$ cat src/hw/rtl/fahq_ram.sv
// ----------------------------------------------------------------------------
// heap queue ram
// one write port, one read port, registered read data
// ----------------------------------------------------------------------------
`default_nettype none

module fahq_ram #(
   parameter int WIDTH = 8,
   parameter int DEPTH = 16,
   localparam int AW   = $clog2(DEPTH)
) (
   input  wire logic             clock,
   input  wire logic             wr_en,
   input  wire logic [AW-1:0]    wr_addr,
   input  wire logic [WIDTH-1:0] wr_data,
   input  wire logic             rd_en,
   input  wire logic [AW-1:0]    rd_addr,
   output logic      [WIDTH-1:0] rd_data
);

   logic [WIDTH-1:0] mem [DEPTH];
   logic [WIDTH-1:0] rd_data_ff;

   always_ff @(posedge clock) begin
      if (wr_en) begin
         mem[wr_addr] <= wr_data;
      end
   end

   always_ff @(posedge clock) begin
      if (rd_en) begin
         rd_data_ff <= mem[rd_addr];
      end
   end

   assign rd_data = rd_data_ff;

endmodule

`default_nettype wire

$ cat config.mk
export PLATFORM = sky130hd
export DESIGN_NAME = fahq_ram
export DESIGN_NICKNAME = d
export VERILOG_FILES = /design/src/hw/rtl/fahq_ram.sv
export SDC_FILE = /design/constraint.sdc
export NUM_CORES = 1
export LEC_CHECK = 0
export BUFFER_PORTS_ARGS = -buffer_cell sky130_fd_sc_hd__buf_2
export CORE_MARGIN = 2
export CORE_UTILIZATION = 60
export CTS_CLUSTER_DIAMETER = 40
export DETAILED_ROUTE_END_ITERATION = 6
export PLACE_DENSITY = 0.78
export SLEW_MARGIN = 15
export SYNTH_ARGS = -nofsm -noshare
export SYNTH_HDL_FRONTEND = slang
export SYNTH_SLANG_ARGS = --single-unit
$ cat constraint.sdc
create_clock -name clock -period 2.1 [get_ports clock]
set_input_delay 0.105 -clock clock [delete_from_list [all_inputs] [get_ports clock]]
set_output_delay 0.105 -clock clock [all_outputs]
set_load 0.005 [all_outputs]
==> results of run 1 <==
what timing repair did:
| item | 4_1_cts | 5_1_grt |
|---|---|---|
| hold buffers | 9 | 0 |
| hold endpoints to repair | 136 | 0 |
| setup buffers | 0 | 0 |
worst reg2reg max path, cell delays in order (launching register included):
cell	delay [ns]
sky130_fd_sc_hd__edfxtp_1	0.35
sky130_fd_sc_hd__mux4_1	0.52
sky130_fd_sc_hd__a22oi_1	0.30
sky130_fd_sc_hd__nand2_1	0.10
sequential cells by signal, indices dropped and copies added, names as in the netlist:
name,flops
mem,128
rd_data,8
cells in the mapped netlist (all sizes together):
cell type	number
nand3	1
nor2	13
a22oi	16
and2	1
nand2	9
clkdlybuf4s25	3
nand2b	2
or3b	1
mux4	32
buf	7
nor2b	1
edfxtp	136
nor3	4
nand3b	2
and2b	1
report_power, final:
group	internal [mW]	switching [mW]	leakage, nW	total (mW)
registers	3.06	0.0177	1.24	3.08
clock network	1.91	1.05	0.284	2.96
logic	0.130	0.156	0.626	0.286
worst max-delay path by stage:
stage | cells after the start | from | slack, ns | end
after floorplan | 2 | wr_addr[2] | 0.50 | mem[0][0]
after detailed placement | 5 | rd_addr[1] | 0.35 | rd_data[7]
final | 3 | mem[9][4] | 0.56 | rd_data[4]
after global placement | 5 | rd_addr[0] | 0.37 | rd_data[2]
after CTS | 3 | mem[9][7] | 0.57 | rd_data[7]
after global routing | 3 | mem[9][4] | 0.49 | rd_data[4]
area by class of cell:
cell class              instances  area (um^2)  area share, %
flip-flops and latches        136         4080           65.2
multi-input cells              83         1060           16.9
clock buffers                  18          418           6.67
repair buffers                 56          390           6.23
clock inverters                13          179           2.86
well taps                     108          135           2.16
logic make-up (layout without fill, tap and decap cells):
family,after synthesis,in the layout,share of synthesized area (%)
flops,136,136,78.1
simple gates,35,35,3.14
mux,32,32,14.8
compound gates,16,16,2.30
buf+inv,10,87,1.65
layer usage:
metal,up-vias,track usage (%),part of all wire [%]
met5,-,0,0
met4,0,7.48,1.1
met3,13,6.76,7.6
met2,107,34.7,50
met1,1317,33.5,42
li1,1110,-,-
through the flow:
step | setup slack [ns] | cell area [um^2] | hold WS [ns] | cells | util (%)
3_5_place_dp | 0.345 | 5580 | 0.495 | 374 | 64.9
5_1_grt | 0.488 | 6260 | 0.142 | 414 | 72.9
2_1_floorplan | 0.502 | 5230 | 0.204 | 229 | -
4_1_cts | 0.572 | 6260 | 0.123 | 414 | 72.9
3_3_place_gp | 0.369 | 5580 | 0.489 | 374 | 64.9
6_report | 0.564 | 6260 | 0.144 | 414 | 72.9
==> metrics.log, run 1 <==
INFO  metric min_period = 1.54 ns
INFO  metric dr_total_vias = 2,547
INFO  metric detailedRoute.firstPassIterationCount = 5
INFO  metric synth.lib_cells_used.distinct = 18
INFO  metric final_common_cell = sky130_fd_sc_hd__edfxtp_1
INFO  metric wl_per_cell = 23.7 um
INFO  metric most-common-layout-cells = sky130_fd_sc_hd__edfxtp_1, sky130_fd_sc_hd__buf_2, sky130_fd_sc_hd__buf_4
INFO  metric finalWeightedCongestion = 0.768
INFO  metric leakage = 2.15 nW
INFO  metric grt_setup_unrepaired = no
INFO  metric seq_area_frac_synth = 78.1%
INFO  metric hold_start = wr_addr[0]
INFO  metric worst_setup_path_start_kind = flip-flop
INFO  metric fmax = 651 MHz
INFO  metric timing.rr.start = mem[9][4]
INFO  metric synthesis.area = 0.00523 mm^2
INFO  metric antenna_cells = 0
INFO  metric cts_made_buffers = 17
INFO  metric clock_latency_of_the_later_clocked_register_in_the_worst_skew_pair = 0.52 ns
INFO  metric critical_path.max_fanout = 1
INFO  metric wirelength = 9830 um
INFO  metric timing.final.crit_share = 73.1%
INFO  metric fin_tns_setup = 0 ns
INFO  metric ys_seq_elements = 136
INFO  metric gr_usage_total = 23.0%
INFO  metric reg2reg_depth = 3
INFO  metric max_slew_headroom = 49.6%
INFO  metric dieArea = 0.00948 mm^2
INFO  metric drt_drc_violations_left = 0
INFO  metric grt_max_degree = 22
INFO  metric post_synthesis_instance_total = 229
INFO  metric buffers_and_inverters_on_the_worst_path = 0
INFO  metric p_per_area = 1010 mW/mm^2
INFO  metric floorplan.initialDensity = 60.8%
INFO  metric worst_hold_path_type = input port to flip-flop
INFO  metric setup_viol = 0
INFO  metric final-hold-violation-count = 0
INFO  metric synth-warning-count = 0
INFO  metric die-width = 97.3 um
INFO  metric cts.htree.levels = 4
INFO  metric wire_length_of_the_first_global_routing_pass = 15,400 um
INFO  metric root_buffer = sky130_fd_sc_hd__clkbuf_8
INFO  metric min_to = mem[12][5]
INFO  metric peakVddDrop = 0.793 mV
INFO  metric synthDominantAreaCellType = sky130_fd_sc_hd__edfxtp_1
INFO  metric max-clock-path-buffers = 2
INFO  metric finalNetCount = 313
INFO  metric placeableCoreArea = 0.00859 mm^2
INFO  metric vias_cell = 6.15
INFO  metric outcome = finished, final reports clean
INFO  metric yosysTopAreaCellShare = 78.1%
INFO  metric max_stage_delay = 0.52 ns
INFO  metric synth_area_per_cell = 22.8 um^2
INFO  metric grt.overflow.total = 0
INFO  metric io_pins = 27
INFO  metric slowest_stage_cell_cp = sky130_fd_sc_hd__mux4_1
INFO  metric synth_nets = 248
INFO  metric worst_hold_path.num_cells = 3
INFO  metric antenna_found_initial = 0
INFO  metric core.rowCount = 34
INFO  metric least_margin_pin_slew = 0.755 ns
INFO  metric ctsResizeCount = 0
INFO  metric fin_skew = 0.00589 ns
INFO  metric cap_viol_max_count = 0
INFO  metric report.power.total = 6.33 mW
INFO  metric report.final.slew_viol_count = 0
INFO  metric critPathCaptureType = flip-flop
INFO  metric numPortBuffers = 26
INFO  metric critical_path.cell_chain = mux4_1 -> a22oi_1 -> nand2_1
INFO  metric path_class = flip-flop to flip-flop
INFO  metric detail-route-antenna-nets = 0
INFO  metric timing.rr.end = rd_data[4]
INFO  metric fillerInstances = 501
INFO  metric drt_iter0_drc = 274
INFO  metric clk_pin_slew = 0.06 ns
INFO  metric critPathRequiredTime = 2.35 ns
INFO  metric post_route_cells_drive_above_1_share = 31.0%
INFO  metric areaGrowthSynthToFinish = 19.8%
INFO  metric die_h = 97.3 um
INFO  metric dpl.hpwl = 5880 um
INFO  metric worst_path_dominant_cell_family = multiplexers
INFO  metric cts_tree = yes
INFO  metric grt_pass1_vias = 2,576
INFO  metric arrival_time_of_the_worst_setup_path = 1.79 ns
INFO  metric synth.top_cells.by_area = sky130_fd_sc_hd__edfxtp_1, sky130_fd_sc_hd__mux4_2, sky130_fd_sc_hd__mux4_1
INFO  metric reg2reg_setup_slack = 0.56 ns
INFO  metric cts_sinks = 136
(Power assumes the default switching activity.)
==> run 2: changes to the inputs <==
- clock period: 2.1 -> 1.58 ns (I/O delays scaled with it)
==> run 2 against run 1 <==
- clock power increased by 7.1%
- power increased by 21%
- hold slack got worse by 0.011 ns
- maximum frequency about the same
- sequential share of layout area increased by 0.31 points
- non-clock buffer count increased by 5
- clock-buffer cell count unchanged
- core utilization decreased by 0.35 points
- critical endpoint unchanged
==> metrics.log, run 2 (same netlist as run 1, synthesis figures left out) <==
INFO  metric cts_made_buffers = 17 (unchanged)
INFO  metric fmax = 652 MHz (about the same)
INFO  metric core.rowCount = 34 (unchanged)
INFO  metric finalNetCount = 318 (+1.6%)
INFO  metric grt_max_degree = 19 (-14%)
INFO  metric largest_register_ffs = 128 (unchanged)
INFO  metric clock_latency_of_the_later_clocked_register_in_the_worst_skew_pair = 0.50 ns (-0.02 ns)
INFO  metric hold_start = wr_addr[0]
INFO  metric min_to = mem[4][2]
INFO  metric dieArea = 0.00948 mm^2 (unchanged)
INFO  metric dr_total_vias = 2,539 (-0.31%)
INFO  metric wire_length_of_the_first_global_routing_pass = 15,500 um (+1.1%)
INFO  metric worst_hold_path_type = input port to flip-flop
INFO  metric die_h = 97.3 um (unchanged)
INFO  metric timing.rr.start = mem[9][4]
INFO  metric max_slew_headroom = 75.0% (+25 points)
INFO  metric fin_skew = 0.00645 ns (+0.000554 ns)
INFO  metric io_pins = 27 (unchanged)
INFO  metric detailedRoute.firstPassIterationCount = 4 (-1)
INFO  metric drt_drc_violations_left = 0 (unchanged)
INFO  metric root_buffer = sky130_fd_sc_hd__clkbuf_8
INFO  metric leakage = 2.14 nW (-0.53%)
INFO  metric worst_hold_path.num_cells = 3 (unchanged)
INFO  metric antenna_found_initial = 0 (unchanged)
INFO  metric fillerInstances = 483 (-3.6%)
INFO  metric cts_sinks = 136 (unchanged)
INFO  metric gr_usage_total = 23.5% (+0.49 points)
INFO  metric setup_viol = 0 (unchanged)
INFO  metric least_margin_pin_slew = 0.375 ns (-0.379 ns)
INFO  metric report.final.slew_viol_count = 0 (unchanged)
INFO  metric cts_setup_buffers = 0 (unchanged)
INFO  metric vias_cell = 6.07 (-1.3%)
INFO  metric placeableCoreArea = 0.00859 mm^2 (unchanged)
INFO  metric most-common-layout-cells = sky130_fd_sc_hd__edfxtp_1, sky130_fd_sc_hd__buf_2, sky130_fd_sc_hd__buf_4
INFO  metric timing.final.crit_share = 97.1% (+24 points)
INFO  metric dpl.hpwl = 6550 um (+11%)
INFO  metric grt_setup_unrepaired = no
INFO  metric grt_pass1_vias = 2,598 (+0.85%)
INFO  metric detail-route-antenna-nets = 0 (unchanged)
INFO  metric critical_path.max_fanout = 1 (unchanged)
INFO  metric final-hold-violation-count = 0 (unchanged)
INFO  metric cts.htree.levels = 4 (unchanged)
INFO  metric wirelength = 10,100 um (+3.2%)
INFO  metric outcome = finished, final reports clean
INFO  metric worst_setup_path_start_kind = flip-flop
INFO  metric final_common_cell = sky130_fd_sc_hd__edfxtp_1
INFO  metric antenna_cells = 0 (unchanged)
INFO  metric registers.top_by_ff_count = mem
INFO  metric drt_iter0_drc = 267 (-2.6%)
INFO  metric timing.rr.end = rd_data[4]
INFO  metric numPortBuffers = 26 (unchanged)
INFO  metric grt.overflow.total = 0 (unchanged)
INFO  metric areaGrowthSynthToFinish = 19.2%
INFO  metric reg2reg_depth = 3 (unchanged)
INFO  metric cts_tree = yes
INFO  metric floorplan.initialDensity = 60.8% (unchanged)
INFO  metric reg2reg_setup_slack = 0.05 ns (-0.52 ns)
INFO  metric cap_viol_max_count = 0 (unchanged)
INFO  metric post_route_cells_drive_above_1_share = 31.9% (+0.89 points)
INFO  metric path_class = flip-flop to flip-flop
INFO  metric max-clock-path-buffers = 2 (unchanged)
INFO  metric critPathRequiredTime = 1.82 ns (-0.53 ns)
INFO  metric pre_cts_slack = -0.167 ns (-0.512 ns)
INFO  metric clk_pin_slew = 0.06 ns (about the same)
INFO  metric arrival_time_of_the_worst_setup_path = 1.77 ns (-0.02 ns)
INFO  metric p_per_area = 1230 mW/mm^2 (+22%)
INFO  metric wl_per_cell = 24.3 um (+2.2%)
INFO  metric report.power.total = 7.69 mW (+21%)
INFO  metric peakVddDrop = 0.885 mV (+12%)
INFO  metric critPathCaptureType = flip-flop
INFO  metric finalWeightedCongestion = 0.736 (-4.1%)
INFO  metric min_period = 1.53 ns (-0.00131 ns)
INFO  metric postLayoutSetupSlackWorst = 0.0455 ns (-0.519 ns)
INFO  metric die-width = 97.3 um (unchanged)
-- run 2: changes by cell type in the layout (fill, tap and decap cells not counted) --
cell / previous run / this run
sky130_fd_sc_hd__a22oi_1: 16 / 14
sky130_fd_sc_hd__a22oi_2: 0 / 2
sky130_fd_sc_hd__buf_12: 1 / 4
sky130_fd_sc_hd__buf_4: 20 / 22
sky130_fd_sc_hd__bufinv_16: 4 / 0
sky130_fd_sc_hd__clkinv_1: 1 / 3
sky130_fd_sc_hd__clkinv_2: 3 / 6
sky130_fd_sc_hd__clkinv_4: 1 / 0
sky130_fd_sc_hd__inv_6: 1 / 0
-- run 2: worst max path at each step --
stage | to | startpoint | slack (ns) | depth (start not counted)
final | rd_data[4] | mem[9][4] | 0.05 | 3
after global placement | rd_data[0] | rd_addr[0] | -0.13 | 6
after CTS | rd_data[0] | mem[5][0] | 0.03 | 3
after floorplan | mem[0][0] | wr_addr[2] | 0.008 | 2
after global routing | rd_data[4] | mem[9][4] | 0.003 | 3
after detailed placement | rd_data[0] | rd_addr[0] | -0.17 | 6
-- run 2: per-layer routing --
layer | track usage (%) | up-vias | wire (um) | part of all wire, %
li1 | - | 1123 | - | -
met1 | 34.3 | 1294 | 4210 | 41
met2 | 35.3 | 115 | 5010 | 49
met3 | 7.12 | 7 | 847 | 8.3
met4 | 7.37 | 0 | 77 | 0.76
met5 | 0 | - | 0 | 0
-- run 2: repair_timing --
item | in CTS | in global routing
endpoints found under the setup margin | 0 | 2
resized for setup | 0 | 2
hold buffers | 9 | 0
hold endpoints to repair | 136 | 0
-- run 2: area by class of cell --
| type | count | area, um^2 | share of cell area [%] |
|---|---|---|---|
| clock buffer | 18 | 418 | 6.70 |
| clock inverter | 12 | 63.8 | 1.02 |
| multi-input combinational | 83 | 1070 | 17.1 |
| sequential | 136 | 4080 | 65.5 |
| tap | 108 | 135 | 2.17 |
| timing repair buffer | 61 | 465 | 7.47 |
-- run 2: critical path, cell delays in order, from the launching register on --
cell and delay (ns):
sky130_fd_sc_hd__edfxtp_1 0.36, sky130_fd_sc_hd__mux4_1 0.54, sky130_fd_sc_hd__a22oi_1 0.29, sky130_fd_sc_hd__nand2_1 0.09
-- run 2: stage by stage --
step / std cells / hold slack, ns / area (um^2) / utilization (%) / TNS (ns)
floorplan: 229 / 0.178 / 5230 / - / 0
finish: 418 / 0.133 / 6230 / 72.5 / 0
global placement: 379 / 0.460 / 5650 / 65.8 / -0.638
global route: 418 / 0.117 / 6230 / 72.5 / 0
CTS: 418 / 0.106 / 6220 / 72.4 / 0
detailed placement: 379 / 0.471 / 5650 / 65.8 / -0.876
-- run 2: where the power goes --
part           internal (mW)  leakage (nW)  switching, mW
logic                  0.193         0.665          0.230
registers               4.07          1.24         0.0225
clock network           1.87         0.234           1.31
total                   6.13          2.14           1.56
